==> src/hw/rtl/rlq_pkg.sv <==
// shared types, codes and constants of the linked ring queue
package rlq_pkg;

  // default number of slots in the node memory
  localparam int NodeCapacityDefault = 64;
  // most results one command may produce
  localparam int MaxResults = 64;

  // command codes
  localparam logic [2:0] FUNC_LENGTH  = 3'd0;
  localparam logic [2:0] FUNC_PRINT   = 3'd1;
  localparam logic [2:0] FUNC_ADD     = 3'd2;
  localparam logic [2:0] FUNC_ENQUEUE = 3'd3;
  localparam logic [2:0] FUNC_POP     = 3'd4;
  localparam logic [2:0] FUNC_COMPACT = 3'd5;

  // result status codes
  localparam logic [1:0] STATUS_NUMBER   = 2'd0;
  localparam logic [1:0] STATUS_EMPTY    = 2'd1;
  localparam logic [1:0] STATUS_OVERFLOW = 2'd2;

  typedef struct packed {
    logic [2:0]         func;
    logic signed [31:0] value;
  } in_item_t;

  typedef struct packed {
    logic [1:0]         status;
    logic signed [31:0] number;
    logic               last_of_run;
  } out_item_t;

  typedef enum logic [4:0] {
    S_IDLE,
    S_EMIT,
    S_PR_EMIT,
    S_ADD_LINK,
    S_ADD_LINK2,
    S_ENQ_DEC,
    S_ENQ_NEW,
    S_ENQ_NEW2,
    S_POP_EMIT,
    S_CA_LOAD,
    S_CA_CHK,
    S_CA_STEP,
    S_CA_FIX,
    S_CB_CHK,
    S_CB_STEP
  } state_e;

endpackage

==> src/hw/rtl/rlq_node_mem.sv <==
// node memory: slot keys and next links, one read port and one write port each
module rlq_node_mem import rlq_pkg::*; #(
  parameter int NodeCapacity = NodeCapacityDefault
) (
  input  logic                            clk_i,
  input  logic                            rd_en_i,
  input  logic [$clog2(NodeCapacity)-1:0] rd_addr_i,
  output logic signed [31:0]              rd_key_o,
  output logic [$clog2(NodeCapacity)-1:0] rd_next_o,
  input  logic                            key_we_i,
  input  logic [$clog2(NodeCapacity)-1:0] key_addr_i,
  input  logic signed [31:0]              key_data_i,
  input  logic                            next_we_i,
  input  logic [$clog2(NodeCapacity)-1:0] next_addr_i,
  input  logic [$clog2(NodeCapacity)-1:0] next_data_i
);
  localparam int IdxW = $clog2(NodeCapacity);

  logic signed [31:0] key_mem [NodeCapacity];
  logic [IdxW-1:0]    next_mem [NodeCapacity];
  logic signed [31:0] rd_key_q;
  logic [IdxW-1:0]    rd_next_q;

  // key array
  always_ff @(posedge clk_i) begin
    if (key_we_i) begin
      key_mem[key_addr_i] <= key_data_i;
    end
    if (rd_en_i) begin
      rd_key_q <= key_mem[rd_addr_i];
    end
  end

  // link array
  always_ff @(posedge clk_i) begin
    if (next_we_i) begin
      next_mem[next_addr_i] <= next_data_i;
    end
    if (rd_en_i) begin
      rd_next_q <= next_mem[rd_addr_i];
    end
  end

  assign rd_key_o  = rd_key_q;
  assign rd_next_o = rd_next_q;
endmodule

==> src/hw/rtl/rlq_free_stack.sv <==
// free slot stack in memory, entries below the low-water mark read as their reset value
module rlq_free_stack import rlq_pkg::*; #(
  parameter int NodeCapacity = NodeCapacityDefault
) (
  input  logic                            clk_i,
  input  logic                            rst_ni,
  input  logic                            pop_i,
  output logic [$clog2(NodeCapacity)-1:0] pop_node_o,
  input  logic                            push_i,
  input  logic [$clog2(NodeCapacity)-1:0] push_node_i,
  output logic [$clog2(NodeCapacity):0]   count_o
);
  localparam int IdxW = $clog2(NodeCapacity);
  localparam int CntW = IdxW + 1;

  logic [IdxW-1:0] stack_mem [NodeCapacity];
  logic [CntW-1:0] count_q, count_d;
  logic [CntW-1:0] low_q, low_d;
  logic [CntW-1:0] top_idx;
  logic            fresh;
  logic [IdxW-1:0] mem_q;
  logic [IdxW-1:0] init_q;
  logic            fresh_q;

  assign top_idx = count_q - CntW'(1);
  assign fresh   = top_idx < low_q;

  // count and low-water mark
  always_comb begin
    count_d = count_q;
    low_d   = low_q;
    if (pop_i) begin
      count_d = top_idx;
      if (fresh) begin
        low_d = top_idx;
      end
    end else if (push_i && (count_q < CntW'(NodeCapacity))) begin
      count_d = count_q + CntW'(1);
    end
  end

  always_ff @(posedge clk_i or negedge rst_ni) begin
    if (!rst_ni) begin
      count_q <= CntW'(NodeCapacity);
      low_q   <= CntW'(NodeCapacity);
    end else begin
      count_q <= count_d;
      low_q   <= low_d;
    end
  end

  // stack storage with registered read
  always_ff @(posedge clk_i) begin
    if (push_i && !pop_i && (count_q < CntW'(NodeCapacity))) begin
      stack_mem[count_q[IdxW-1:0]] <= push_node_i;
    end
    if (pop_i) begin
      mem_q   <= stack_mem[top_idx[IdxW-1:0]];
      init_q  <= IdxW'(NodeCapacity - 1) - top_idx[IdxW-1:0];
      fresh_q <= fresh;
    end
  end

  assign pop_node_o = fresh_q ? init_q : mem_q;
  assign count_o    = count_q;
endmodule

==> src/hw/rtl/rlq_ctrl.sv <==
// command sequencer: walks the ring and updates links, pointers and free stack
module rlq_ctrl import rlq_pkg::*; #(
  parameter int NodeCapacity = NodeCapacityDefault
) (
  input  logic                            clk_i,
  input  logic                            rst_ni,
  input  logic                            in_valid_i,
  input  in_item_t                        in_item_i,
  output logic                            in_stall_o,
  input  logic                            can_load_i,
  output logic                            res_load_o,
  output out_item_t                       res_item_o,
  output logic                            rd_en_o,
  output logic [$clog2(NodeCapacity)-1:0] rd_addr_o,
  input  logic signed [31:0]              rd_key_i,
  input  logic [$clog2(NodeCapacity)-1:0] rd_next_i,
  output logic                            key_we_o,
  output logic [$clog2(NodeCapacity)-1:0] key_addr_o,
  output logic signed [31:0]              key_data_o,
  output logic                            next_we_o,
  output logic [$clog2(NodeCapacity)-1:0] next_addr_o,
  output logic [$clog2(NodeCapacity)-1:0] next_data_o,
  output logic                            pop_o,
  input  logic [$clog2(NodeCapacity)-1:0] pop_node_i,
  output logic                            push_o,
  output logic [$clog2(NodeCapacity)-1:0] push_node_o,
  input  logic [$clog2(NodeCapacity):0]   free_count_i
);
  localparam int IdxW = $clog2(NodeCapacity);
  localparam int CntW = IdxW + 1;

  state_e             state_q, state_d;
  logic signed [31:0] value_q, value_d;
  logic [IdxW-1:0]    node_q, node_d;
  logic [IdxW-1:0]    cur_q, cur_d;
  logic [IdxW-1:0]    prev_q, prev_d;
  logic [CntW-1:0]    steps_q, steps_d;
  logic [IdxW-1:0]    first_q, first_d;
  logic [IdxW-1:0]    last_q, last_d;
  logic [IdxW-1:0]    head_q, head_d;
  logic [IdxW-1:0]    tail_q, tail_d;
  logic               empty_q, empty_d;
  logic [CntW-1:0]    rsize_q, rsize_d;
  logic               enq_after_q, enq_after_d;
  logic [1:0]         res_status_q, res_status_d;
  logic [31:0]        res_number_q, res_number_d;

  logic            in_acc;
  logic            no_free;
  logic            compact_run;
  logic            compact_all;
  logic [CntW-1:0] steps_p1;
  logic            pr_more;
  logic            ca_go;

  assign in_acc      = in_valid_i && (state_q == S_IDLE);
  assign in_stall_o  = (state_q != S_IDLE);
  assign no_free     = (free_count_i == '0);
  assign compact_run = (rsize_q != '0) && !empty_q && (head_q != tail_q);
  assign compact_all = empty_q && (rsize_q != '0);
  assign steps_p1    = steps_q + CntW'(1);
  assign pr_more     = (cur_q != tail_q) && (steps_p1 < rsize_q) &&
                       (32'(steps_p1) < 32'(MaxResults));
  assign ca_go       = (cur_q != head_q) && (steps_q < rsize_q);

  // next state
  always_comb begin
    state_d = state_q;
    case (state_q)
      S_IDLE: begin
        if (in_acc) begin
          case (in_item_i.func)
            FUNC_LENGTH: state_d = S_EMIT;
            FUNC_PRINT:  state_d = empty_q ? S_EMIT : S_PR_EMIT;
            FUNC_ADD:    state_d = no_free ? S_EMIT : S_ADD_LINK;
            FUNC_ENQUEUE: begin
              if (!empty_q) begin
                state_d = S_ENQ_DEC;
              end else if (rsize_q == '0) begin
                state_d = no_free ? S_EMIT : S_ADD_LINK;
              end
            end
            FUNC_POP: state_d = empty_q ? S_EMIT : S_POP_EMIT;
            FUNC_COMPACT: begin
              if (compact_run) begin
                state_d = S_CA_LOAD;
              end else if (compact_all) begin
                state_d = S_CB_CHK;
              end
            end
            default: state_d = S_IDLE;
          endcase
        end
      end
      S_EMIT: if (can_load_i) state_d = S_IDLE;
      S_PR_EMIT: if (can_load_i && !pr_more) state_d = S_IDLE;
      S_ADD_LINK: state_d = (rsize_q == '0) ? S_IDLE : S_ADD_LINK2;
      S_ADD_LINK2: state_d = S_IDLE;
      S_ENQ_DEC: begin
        if (rd_next_i != head_q) begin
          state_d = S_IDLE;
        end else begin
          state_d = no_free ? S_EMIT : S_ENQ_NEW;
        end
      end
      S_ENQ_NEW: state_d = S_ENQ_NEW2;
      S_ENQ_NEW2: state_d = S_IDLE;
      S_POP_EMIT: if (can_load_i) state_d = S_IDLE;
      S_CA_LOAD: state_d = S_CA_CHK;
      S_CA_CHK: state_d = ca_go ? S_CA_STEP : S_IDLE;
      S_CA_STEP: begin
        if ((cur_q == first_q) && (last_q != prev_q)) begin
          state_d = S_CA_FIX;
        end else begin
          state_d = S_CA_CHK;
        end
      end
      S_CA_FIX: state_d = S_CA_CHK;
      S_CB_CHK: state_d = (steps_q < rsize_q) ? S_CB_STEP : S_IDLE;
      S_CB_STEP: state_d = S_CB_CHK;
      default: state_d = S_IDLE;
    endcase
  end

  // datapath and memory controls
  always_comb begin
    value_d      = value_q;
    node_d       = node_q;
    cur_d        = cur_q;
    prev_d       = prev_q;
    steps_d      = steps_q;
    first_d      = first_q;
    last_d       = last_q;
    head_d       = head_q;
    tail_d       = tail_q;
    empty_d      = empty_q;
    rsize_d      = rsize_q;
    enq_after_d  = enq_after_q;
    res_status_d = res_status_q;
    res_number_d = res_number_q;
    res_load_o   = 1'b0;
    res_item_o   = '{status: res_status_q, number: res_number_q, last_of_run: 1'b1};
    rd_en_o      = 1'b0;
    rd_addr_o    = cur_q;
    key_we_o     = 1'b0;
    key_addr_o   = node_q;
    key_data_o   = value_q;
    next_we_o    = 1'b0;
    next_addr_o  = node_q;
    next_data_o  = node_q;
    pop_o        = 1'b0;
    push_o       = 1'b0;
    push_node_o  = cur_q;
    case (state_q)
      S_IDLE: begin
        if (in_acc) begin
          value_d = in_item_i.value;
          case (in_item_i.func)
            FUNC_LENGTH: begin
              res_status_d = STATUS_NUMBER;
              res_number_d = 32'(rsize_q);
            end
            FUNC_PRINT: begin
              if (empty_q) begin
                res_status_d = STATUS_EMPTY;
                res_number_d = '0;
              end else begin
                rd_en_o   = 1'b1;
                rd_addr_o = head_q;
                cur_d     = head_q;
                steps_d   = '0;
              end
            end
            FUNC_ADD: begin
              if (no_free) begin
                res_status_d = STATUS_OVERFLOW;
                res_number_d = '0;
              end else begin
                pop_o       = 1'b1;
                enq_after_d = 1'b0;
              end
            end
            FUNC_ENQUEUE: begin
              if (!empty_q) begin
                rd_en_o   = 1'b1;
                rd_addr_o = tail_q;
              end else if (rsize_q == '0) begin
                if (no_free) begin
                  res_status_d = STATUS_OVERFLOW;
                  res_number_d = '0;
                end else begin
                  pop_o       = 1'b1;
                  enq_after_d = 1'b1;
                end
              end else begin
                key_we_o   = 1'b1;
                key_addr_o = first_q;
                key_data_o = in_item_i.value;
                head_d     = first_q;
                tail_d     = first_q;
                empty_d    = 1'b0;
              end
            end
            FUNC_POP: begin
              if (empty_q) begin
                res_status_d = STATUS_EMPTY;
                res_number_d = '0;
              end else begin
                rd_en_o   = 1'b1;
                rd_addr_o = head_q;
              end
            end
            FUNC_COMPACT: begin
              if (compact_run) begin
                rd_en_o   = 1'b1;
                rd_addr_o = tail_q;
                prev_d    = tail_q;
                steps_d   = '0;
              end else if (compact_all) begin
                cur_d   = first_q;
                steps_d = '0;
              end
            end
            default: ;
          endcase
        end
      end
      S_EMIT: res_load_o = can_load_i;
      S_PR_EMIT: begin
        res_item_o = '{status: STATUS_NUMBER, number: rd_key_i, last_of_run: !pr_more};
        if (can_load_i) begin
          res_load_o = 1'b1;
          if (pr_more) begin
            rd_en_o   = 1'b1;
            rd_addr_o = rd_next_i;
            cur_d     = rd_next_i;
            steps_d   = steps_p1;
          end
        end
      end
      S_ADD_LINK: begin
        node_d      = pop_node_i;
        key_we_o    = 1'b1;
        key_addr_o  = pop_node_i;
        key_data_o  = enq_after_q ? value_q : '0;
        next_we_o   = 1'b1;
        next_addr_o = pop_node_i;
        if (rsize_q == '0) begin
          next_data_o = pop_node_i;
          first_d     = pop_node_i;
          last_d      = pop_node_i;
          rsize_d     = CntW'(1);
          if (enq_after_q) begin
            head_d  = pop_node_i;
            tail_d  = pop_node_i;
            empty_d = 1'b0;
          end
        end else begin
          next_data_o = first_q;
        end
      end
      S_ADD_LINK2: begin
        next_we_o   = 1'b1;
        next_addr_o = last_q;
        next_data_o = node_q;
        last_d      = node_q;
        rsize_d     = rsize_q + CntW'(1);
      end
      S_ENQ_DEC: begin
        if (rd_next_i != head_q) begin
          tail_d     = rd_next_i;
          key_we_o   = 1'b1;
          key_addr_o = rd_next_i;
        end else if (no_free) begin
          res_status_d = STATUS_OVERFLOW;
          res_number_d = '0;
        end else begin
          pop_o = 1'b1;
        end
      end
      S_ENQ_NEW: begin
        node_d      = pop_node_i;
        key_we_o    = 1'b1;
        key_addr_o  = pop_node_i;
        next_we_o   = 1'b1;
        next_addr_o = pop_node_i;
        next_data_o = head_q;
      end
      S_ENQ_NEW2: begin
        next_we_o   = 1'b1;
        next_addr_o = tail_q;
        next_data_o = node_q;
        if (tail_q == last_q) begin
          last_d = node_q;
        end
        tail_d  = node_q;
        rsize_d = rsize_q + CntW'(1);
      end
      S_POP_EMIT: begin
        res_item_o = '{status: STATUS_NUMBER, number: rd_key_i, last_of_run: 1'b1};
        if (can_load_i) begin
          res_load_o = 1'b1;
          if (head_q == tail_q) begin
            empty_d = 1'b1;
            head_d  = '0;
            tail_d  = '0;
          end else begin
            head_d = rd_next_i;
          end
        end
      end
      S_CA_LOAD: cur_d = rd_next_i;
      S_CA_CHK: begin
        if (ca_go) begin
          rd_en_o   = 1'b1;
          rd_addr_o = cur_q;
        end
      end
      S_CA_STEP: begin
        // unlink cur from behind the tail and hand it back
        next_we_o   = 1'b1;
        next_addr_o = prev_q;
        next_data_o = rd_next_i;
        push_o      = 1'b1;
        push_node_o = cur_q;
        if (rsize_q != '0) begin
          rsize_d = rsize_q - CntW'(1);
        end
        cur_d   = rd_next_i;
        steps_d = steps_p1;
        node_d  = rd_next_i;
        if (cur_q == last_q) begin
          last_d = prev_q;
        end
        if (cur_q == first_q) begin
          first_d = rd_next_i;
        end
      end
      S_CA_FIX: begin
        next_we_o   = 1'b1;
        next_addr_o = last_q;
        next_data_o = node_q;
      end
      S_CB_CHK: begin
        if (steps_q < rsize_q) begin
          rd_en_o   = 1'b1;
          rd_addr_o = cur_q;
        end else begin
          rsize_d = '0;
          first_d = '0;
          last_d  = '0;
        end
      end
      S_CB_STEP: begin
        push_o      = 1'b1;
        push_node_o = cur_q;
        cur_d       = rd_next_i;
        steps_d     = steps_p1;
      end
      default: ;
    endcase
  end

  // control state
  always_ff @(posedge clk_i or negedge rst_ni) begin
    if (!rst_ni) begin
      state_q <= S_IDLE;
      first_q <= '0;
      last_q  <= '0;
      head_q  <= '0;
      tail_q  <= '0;
      empty_q <= 1'b1;
      rsize_q <= '0;
    end else begin
      state_q <= state_d;
      first_q <= first_d;
      last_q  <= last_d;
      head_q  <= head_d;
      tail_q  <= tail_d;
      empty_q <= empty_d;
      rsize_q <= rsize_d;
    end
  end

  // working registers
  always_ff @(posedge clk_i) begin
    value_q      <= value_d;
    node_q       <= node_d;
    cur_q        <= cur_d;
    prev_q       <= prev_d;
    steps_q      <= steps_d;
    enq_after_q  <= enq_after_d;
    res_status_q <= res_status_d;
    res_number_q <= res_number_d;
  end
endmodule

==> src/hw/rtl/linked_ring_fifo_queue.sv <==
// Linked ring FIFO queue: one command at a time, results through an output register.
// Length, pop and single-status results: the command is accepted in idle, then the result is loaded from an emit state.
// Print: one key per cycle once started while the output register can take it, paced by the node memory read port.
// Add and enqueue pass through the link states as needed; compact frees each slot in a check and a step state.
// Reset clears pointers, counts and the free stack fill marks; node memories are not cleared.
module linked_ring_fifo_queue import rlq_pkg::*; #(
  parameter int NODE_CAPACITY = NodeCapacityDefault
) (
  input  logic      clk_i,
  input  logic      rst_ni,
  input  logic      in_valid_i,
  output logic      in_stall_o,
  input  in_item_t  in_item_i,
  output logic      out_valid_o,
  input  logic      out_stall_i,
  output out_item_t out_item_o
);
  localparam int IdxW = $clog2(NODE_CAPACITY);

  logic               can_load;
  logic               res_load;
  out_item_t          res_item;
  logic               rd_en;
  logic [IdxW-1:0]    rd_addr;
  logic signed [31:0] rd_key;
  logic [IdxW-1:0]    rd_next;
  logic               key_we;
  logic [IdxW-1:0]    key_addr;
  logic signed [31:0] key_data;
  logic               next_we;
  logic [IdxW-1:0]    next_addr;
  logic [IdxW-1:0]    next_data;
  logic               pop;
  logic [IdxW-1:0]    pop_node;
  logic               push;
  logic [IdxW-1:0]    push_node;
  logic [IdxW:0]      free_count;
  logic               out_valid_q;
  out_item_t          out_item_q;

  rlq_ctrl #(.NodeCapacity(NODE_CAPACITY)) u_ctrl (
    .clk_i, .rst_ni,
    .in_valid_i, .in_item_i, .in_stall_o,
    .can_load_i(can_load), .res_load_o(res_load), .res_item_o(res_item),
    .rd_en_o(rd_en), .rd_addr_o(rd_addr), .rd_key_i(rd_key), .rd_next_i(rd_next),
    .key_we_o(key_we), .key_addr_o(key_addr), .key_data_o(key_data),
    .next_we_o(next_we), .next_addr_o(next_addr), .next_data_o(next_data),
    .pop_o(pop), .pop_node_i(pop_node), .push_o(push), .push_node_o(push_node),
    .free_count_i(free_count)
  );

  rlq_node_mem #(.NodeCapacity(NODE_CAPACITY)) u_node_mem (
    .clk_i,
    .rd_en_i(rd_en), .rd_addr_i(rd_addr), .rd_key_o(rd_key), .rd_next_o(rd_next),
    .key_we_i(key_we), .key_addr_i(key_addr), .key_data_i(key_data),
    .next_we_i(next_we), .next_addr_i(next_addr), .next_data_i(next_data)
  );

  rlq_free_stack #(.NodeCapacity(NODE_CAPACITY)) u_free_stack (
    .clk_i, .rst_ni,
    .pop_i(pop), .pop_node_o(pop_node),
    .push_i(push), .push_node_i(push_node),
    .count_o(free_count)
  );

  // output register
  assign can_load = !out_valid_q || !out_stall_i;

  always_ff @(posedge clk_i or negedge rst_ni) begin
    if (!rst_ni) begin
      out_valid_q <= 1'b0;
    end else if (res_load) begin
      out_valid_q <= 1'b1;
    end else if (!out_stall_i) begin
      out_valid_q <= 1'b0;
    end
  end

  always_ff @(posedge clk_i) begin
    if (res_load) begin
      out_item_q <= res_item;
    end
  end

  assign out_valid_o = out_valid_q;
  assign out_item_o  = out_item_q;
endmodule

==> config.mk <==
export PLATFORM = sky130hd
export DESIGN_NAME = linked_ring_fifo_queue
export DESIGN_NICKNAME = d
export VERILOG_FILES = /design/src/hw/rtl/rlq_pkg.sv /design/src/hw/rtl/rlq_node_mem.sv /design/src/hw/rtl/rlq_free_stack.sv /design/src/hw/rtl/rlq_ctrl.sv /design/src/hw/rtl/linked_ring_fifo_queue.sv
export SDC_FILE = /design/constraint.sdc
export NUM_CORES = 2
export LEC_CHECK = 0
export ABC_AREA = 1
export BUFFER_PORTS_ARGS = -buffer_cell sky130_fd_sc_hd__buf_2
export CORE_ASPECT_RATIO = 1.5
export CORE_MARGIN = 2
export CORE_UTILIZATION = 55
export CTS_BUF_LIST = sky130_fd_sc_hd__clkbuf_4
export DETAILED_ROUTE_END_ITERATION = 8
export PLACE_DENSITY = 0.71
export SYNTH_ARGS = -nofsm -noshare
export SYNTH_HDL_FRONTEND = slang
export SYNTH_SLANG_ARGS = --single-unit
export TNS_END_PERCENT = 30
==> constraint.sdc <==
create_clock -name clk_i -period 6.1 [get_ports clk_i]
set_input_delay 0.915 -clock clk_i [delete_from_list [all_inputs] [get_ports clk_i]]
set_output_delay 0.915 -clock clk_i [all_outputs]
set_load 0.005 [all_outputs]
Yosys cells after proc, flatten, opt, wreduce, memory -nomap -nowiden
Memories as Yosys holds them, arrays and structs flattened. A register that Yosys moved wholly into a read port is not among the register bits. Cells that the tools add are included.

Flip-flop bits (word level): 186. Bits in writable memories: 2816. Memories kept: 3.

$add $sub $neg: 6. Order comparisons: 5. Equal/unequal tests: 62. Multiplexer cells: 147. Reduce and logical (&&, ||, !) cells: 60.

Memory list: u_node_mem.key_mem (words 64, bits a word 32, rd ports 1, clocked after Yosys merged registers in 1, write ports 1, RTL line rlq_node_mem.sv:19) `logic signed [31:0] key_mem [NodeCapacity];`; u_free_stack.stack_mem (words 64, bits a word 6, rd ports 1, clocked after Yosys merged registers in 1, write ports 1, RTL line rlq_free_stack.sv:16) `logic [IdxW-1:0] stack_mem [NodeCapacity];`; u_node_mem.next_mem (words 64, bits a word 6, rd ports 1, clocked after Yosys merged registers in 1, write ports 1, RTL line rlq_node_mem.sv:20) `logic [IdxW-1:0] next_mem [NodeCapacity];`.

Operator list (number): two-way mux 32 bit (11); two-way mux 6 bit (32); one-hot mux 32 bit (2 select lines) (2); one-hot mux 32 bit (4 select lines) (1); one-hot mux 6 bit (3 select lines) (6); two-way mux 7 bit (11); one-hot mux 35 bit (2 select lines) (1); one-hot mux 6 bit (5 select lines) (2); one-hot mux 5 bit (11 select lines) (1); two-way mux 1 bit (40); two-way mux 5 bit (8); != test 2 x 1 -> 1 bit (second input constant) (18); one-hot mux 6 bit (2 select lines) (3); == test 5 x 4 -> 1 bit (second input constant) (7); != test 6 bit (5); one-hot mux 5 bit (6 select lines) (1); one-hot mux 7 bit (4 select lines) (1); AND reduction 7 bit (4); == test 6 bit (4); one-hot mux 6 bit (4 select lines) (1); adder 7 x 1 -> 7 bit (second input constant) (3); < comparator 7 bit (3); one-hot mux 7 bit (3 select lines) (1); == test 5 x 3 -> 1 bit (second input constant) (4); other kinds (43) (110).

Depth between registers and ports, before layout
Depth in word-level cells: 12. Depth in mapped cells: 30. Gate-level depth less buffers: 27.

Cells and area by module
From an unflattened synthesis, not the netlist that was laid out.

Cells, all modules: 11136. Area total of the unflattened synthesis: 126651.5 um2.

By module, submodules not included: rlq_node_mem (instances 1, cells an instance 8128, area each 98660.9 um2, sequential area each 74171.1 um2); rlq_free_stack (instances 1, cells an instance 1675, area each 17729.5 um2, sequential area each 12274.3 um2); rlq_ctrl (instances 1, cells an instance 1294, area each 9168.8 um2, sequential area each 3664.8 um2); linked_ring_fifo_queue (instances 1, cells an instance 39, area each 1092.3 um2, sequential area each 1076.0 um2).

Worst setup path before layout
OpenSTA, ideal clock, no wires.

Kind: input to register. From: in in_valid_i. To: mem u_node_mem.key_mem[3][0], enable pin. Library setup time: 0.421 ns. Data arrival time: 4.381 ns. Required time: 5.679 ns. Slack: 1.298 ns. Stages: 10. Buffers on the path: 1. Cell sequence: nand2_4 > inv_1 > nand3_1 > clkbuf_1 > o21ai_0 > o211a_1 > inv_1 > nor2_1 > nand2_1 > nor2_1.

Cells in the longest elaborated chain, start to end: 5. Elaborated cells on any way between the ends: 7. Classes of those cells: 6 x mux; 1 x reduce/logical.

Ends and longest elaborated chain: start: declaration (RTL line linked_ring_fifo_queue.sv:11) `input logic in_valid_i,`; logical AND 1 bit (*) (RTL line rlq_ctrl.sv:56) `assign in_acc = in_valid_i && (state_q == S_IDLE);`; two-way mux 1 bit (RTL line rlq_ctrl.sv:156) `if (in_acc) begin`; one-hot mux 1 bit (3 select lines) (RTL line rlq_ctrl.sv:154) `case (state_q)`; two-way mux 1 bit (RTL line rlq_node_mem.sv:26) `if (key_we_i) begin`; two-way mux 1 bit (not written as such) (RTL line rlq_node_mem.sv:27) `key_mem[key_addr_i] <= key_data_i;`; end: declaration (RTL line rlq_node_mem.sv:19).

Mark *: on every way between the ends. The rest lies on a longest branch, timed or not.

Final worst setup path
From: reg u_ctrl.steps_q[0]. To: reg u_node_mem.rd_key_q[29], in the netlist u_node_mem.rd_key_o[29], read port of u_node_mem.key_mem, data pin.

Cells in the longest elaborated chain, start to end: 7. Elaborated cells on any way between the ends: 15. Classes of those cells: 1 x add/sub; 3 x order compare; 8 x mux; 3 x reduce/logical.

Ends and longest elaborated chain: start: declaration (RTL line rlq_ctrl.sv:37) `logic [CntW-1:0] steps_q, steps_d;`; start signal: assignment (RTL line rlq_ctrl.sv:391) `steps_q <= steps_d;`; adder 7 x 1 -> 7 bit (*) (RTL line rlq_ctrl.sv:61) `assign steps_p1 = steps_q + CntW'(1);`; named net u_ctrl.steps_p1[6] (RTL line rlq_ctrl.sv:52) `logic [CntW-1:0] steps_p1;`; < comparator 7 bit (RTL line rlq_ctrl.sv:62) `assign pr_more = (cur_q != tail_q) && (steps_p1 < rsize_q) &&`; logical AND 1 bit (RTL line rlq_ctrl.sv:62); logical AND 1 bit (*) (RTL line rlq_ctrl.sv:62); two-way mux 1 bit or two-way mux 6 bit (tied branches) (2 in series); one-hot mux 1 bit (4 select lines) or one-hot mux 6 bit (2 select lines) (tied branches) (RTL line rlq_ctrl.sv:154); end: declaration (RTL line rlq_node_mem.sv:21) `logic signed [31:0] rd_key_q;`.

The timed path passes the listed nets; every way through them passes the cells marked *. A chain may end at the register's enable or synchronous reset.

==> impl_results.md <==
* TritonCTS clock tree: done
* Outcome: finished with violations
* Post-synth ARST share at 1.67%
* Endpoint class of the critical path: flip-flop
* Area growth syn-to-layout at 10.6%
* CP Launch Point: u_ctrl.steps_q[0]
* Clock Tree Root: clkbuf_4
* Failing checks: DRC
* Max incr delay on CP at 0.86 ns
* DRT Pass-1 Iters at 9
* Multi-input logic area at 34600 sq um
* Cells along the critical path: ha_1, nand3_1, nor2_1, nand2_1, nand2_1, nand2_1, inv_1, ha_1, nand2_1, inv_1, nand2_1, nand2_1, a21oi_1, nand4_1, nor2_1, a22oi_1, a22oi_2, inv_4, buf_12, nand3_1, nand3_1, nand2_1
* RSZ-0062 raised after global routing: false
* Post-Place Setup Slack at 0.868 ns
* Initial DRC Count at 10700
* Post-route minimum period at 5.50 ns
* CP Launch Type: flip-flop
* Routed WL per cell at 24.6 microns
* Hold_buf cts at 34
* First-pass GRT wire length at 590 mm
* Clock sinks at 3045
* Vias in the first global route at 96300
* Initial antenna violation count at 14
* Die width at 408 microns
* Worst path buffer plus inverter count at 4
* WS Path Type: flip-flop to flip-flop
* Routed vias at 97300
* Clock Latency Late Sink at 1.32 ns
* Synth cell types at 56
* Placed inst area at 140000 sq um
* Sequential fraction of the synthesis area at 67.6%
* Final Cycle Share at 90.2%
* GR Overflow Total at 0
* Die height at 610 microns
* Hold crit path type: input pin to flip-flop
* Antenna Nets Post-Route at 0
* # setup viols final at 0
* FF/Latch Area at 91200 sq um
* Total Nets Final at 12500
* Bufs on Longest Clock Path at 4
* WP data required at 7.23 ns
* Synth Warn # at 0
* Setup TNS at 0 ns
* Post-CTS sizing at 0
* Critical path's top delay family: simple AND/OR/NAND/NOR gates
* Net Count, Synth at 12200
* Worst path most repeated cell: nand2_1
* I/O pins at 76
* FMAX at 0.182 GHz
* Post-CTS setup buffer count at 0
* I/O Buffers at 75
* Fillers at 19400
* Number of synthesized flops with an enable pin at 2994
* Final worst setup slack at 0.600 ns
* Cells after DPL at 15000
* Row count at 222
* Max cap viols at 0
* HPWL after DPL at 238 mm
* Worst reg-to-reg setup slack at 0.60 ns
* Placer Congestion at 0.993
* Crit-path max FO at 70
* Die footprint at 249000 sq um
* Post-Syn Area at 135000 sq um
* Layout cell share with drive strength beyond 1 at 12.7%
* Clock Skew at 0.116 ns
* Total number of H-tree levels at 6
* Main flop type after synthesis: edfxtp_1
* R2R Path Start: u_ctrl.steps_q[0]
* Finished Cell Area at 149000 sq um
* Crit path to: u_node_mem.rd_key_o[29]
* Num CTS Buffers at 698
* Yosys reg bits at 3045
* Worst path slowest cell: a22oi_2
* Mapped Cells at 12100
* Initial Util at 55.3%
* Worst R2R Path Depth at 22
* Max-slew headroom at 7.56%
* Post-Route WL at 400 mm
* Commonest non-fill, non-tap cells in the layout: edfxtp_1 (2994), nand3_1 (2735), nand2_1 (1730)
* Hold Vio Cnt, Final at 0
* Tot GR Track Use at 31.5%
* FF-to-FF End: u_node_mem.rd_key_o[29]
* # DRC at 2
* Syn Area/Cell at 11.1 sq um
* Finished Layout Cells at 16300
* Slew Limit Fails at 0
* Largest net degree at the start of global routing at 167
* CP arrival at 6.63 ns
* Slew @ Worst Pin at 1.39 ns
* Clock slew at reported path FFs at 0.07 ns
* Via-to-Cell Ratio at 5.98
* Critical Path Stages at 22
* Commonest non-fill, non-tap cell in the layout: edfxtp_1
* Core Area at 244000 sq um
==> worst min-delay path by stage <==
stage                             from                      to  slack (ns)  cells past startpoint
2_1_floorplan  u_free_stack.count_o[0]  u_free_stack.init_q[0]        0.45                      0
3_3_place_gp     u_free_stack.low_q[3]   u_free_stack.low_q[3]        0.47                      2
3_5_place_dp     u_free_stack.low_q[5]   u_free_stack.low_q[5]        0.47                      2
4_1_cts                     in_valid_i      u_ctrl.enq_after_q        0.02                      3
5_1_grt                     in_valid_i      u_ctrl.enq_after_q        0.08                      3
6_report                    in_valid_i      u_ctrl.enq_after_q        0.12                      3
==> stage by stage <==
| stage | hold WS (ns) | utilization, % |
|---|---|---|
| floorplan | 0.451 | - |
| global placement | 0.467 | 57.4 |
| detailed placement | 0.473 | 57.4 |
| CTS | 0.0232 | 61.1 |
| global route | 0.0765 | 61.1 |
| finish | 0.119 | 61.1 |
==> state kept, by name, summed over array words and instances (netlist names), 7 cells and up <==
register / cells
u_ctrl.steps_q: 7
u_ctrl.res_number_q: 32
u_node_mem.key_mem: 2048
u_free_stack.count_o: 7
u_free_stack.low_q: 7
u_ctrl.rsize_q: 7
u_node_mem.rd_key_o: 32
u_free_stack.stack_mem: 384
u_ctrl.value_q: 32
out_item_o: 35
u_node_mem.next_mem: 384
==> worst min-delay path: cells and delay by family <==
family | cells | cell delay [ns]
simple gates | 2 | 0.16
buf+inv | 1 | 0.13
==> metal layers <==
layer | vias to the layer above | share of wire, % | global-route usage, %
met5 | - | 0.023 | 0
met4 | 12 | 6.9 | 20.4
met3 | 1369 | 8.6 | 5.07
met2 | 5520 | 50 | 54.1
met1 | 47100 | 35 | 36.6
li1 | 43300 | - | -
==> logic make-up after synthesis <==
family | count (synthesis) | share of synthesized area, %
xor gates and xnor gates | 23 | 0.149
DFF | 3045 | 67.6
adders and majority gates | 28 | 0.265
and+or+nand+nor | 6010 | 21.9
AOI/OAI and AO/OA | 611 | 2.74
buffers and inverters | 2397 | 7.29
muxes | 6 | 0.0446
==> layout make-up <==
type | instances | area share (%)
inverter | 1609 | 4.06
tap | 3248 | 2.73
antenna | 10 | 0.0168
clock buffer | 1006 | 5.06
sequential | 3045 | 61.1
multi-input combinational | 6678 | 23.2
clock inverter | 235 | 0.864
timing repair buffer | 442 | 2.94
==> synth_stat cells (all sizes together), types with 5 or more instances <==
master | number | share of area (%)
clkbuf | 302 | 0.84
a211oi | 5 | 0.037
o21ai | 320 | 1.2
clkinv | 6 | 0.017
xor2 | 21 | 0.14
nor4 | 16 | 0.079
a221oi | 7 | 0.045
nand4 | 21 | 0.097
o211a | 5 | 0.037
o221ai | 72 | 0.47
inv | 1603 | 4.5
nand2 | 1767 | 4.9
buf | 486 | 2.0
nor3 | 18 | 0.067
or2 | 11 | 0.051
o22ai | 50 | 0.23
nand3 | 2737 | 10
o211ai | 45 | 0.25
a31oi | 9 | 0.042
edfxtp | 2994 | 67
nor2 | 565 | 1.6
a22oi | 8 | 0.045
ha | 27 | 0.25
o2111ai | 9 | 0.058
dfrtp | 48 | 0.89
mux2i | 6 | 0.045
nand3b | 870 | 4.8
a21oi | 69 | 0.26
Power is left out: the tool's default activity adds up to more than one toggle a clock period on the data nets, which glitch-free logic cannot reach.
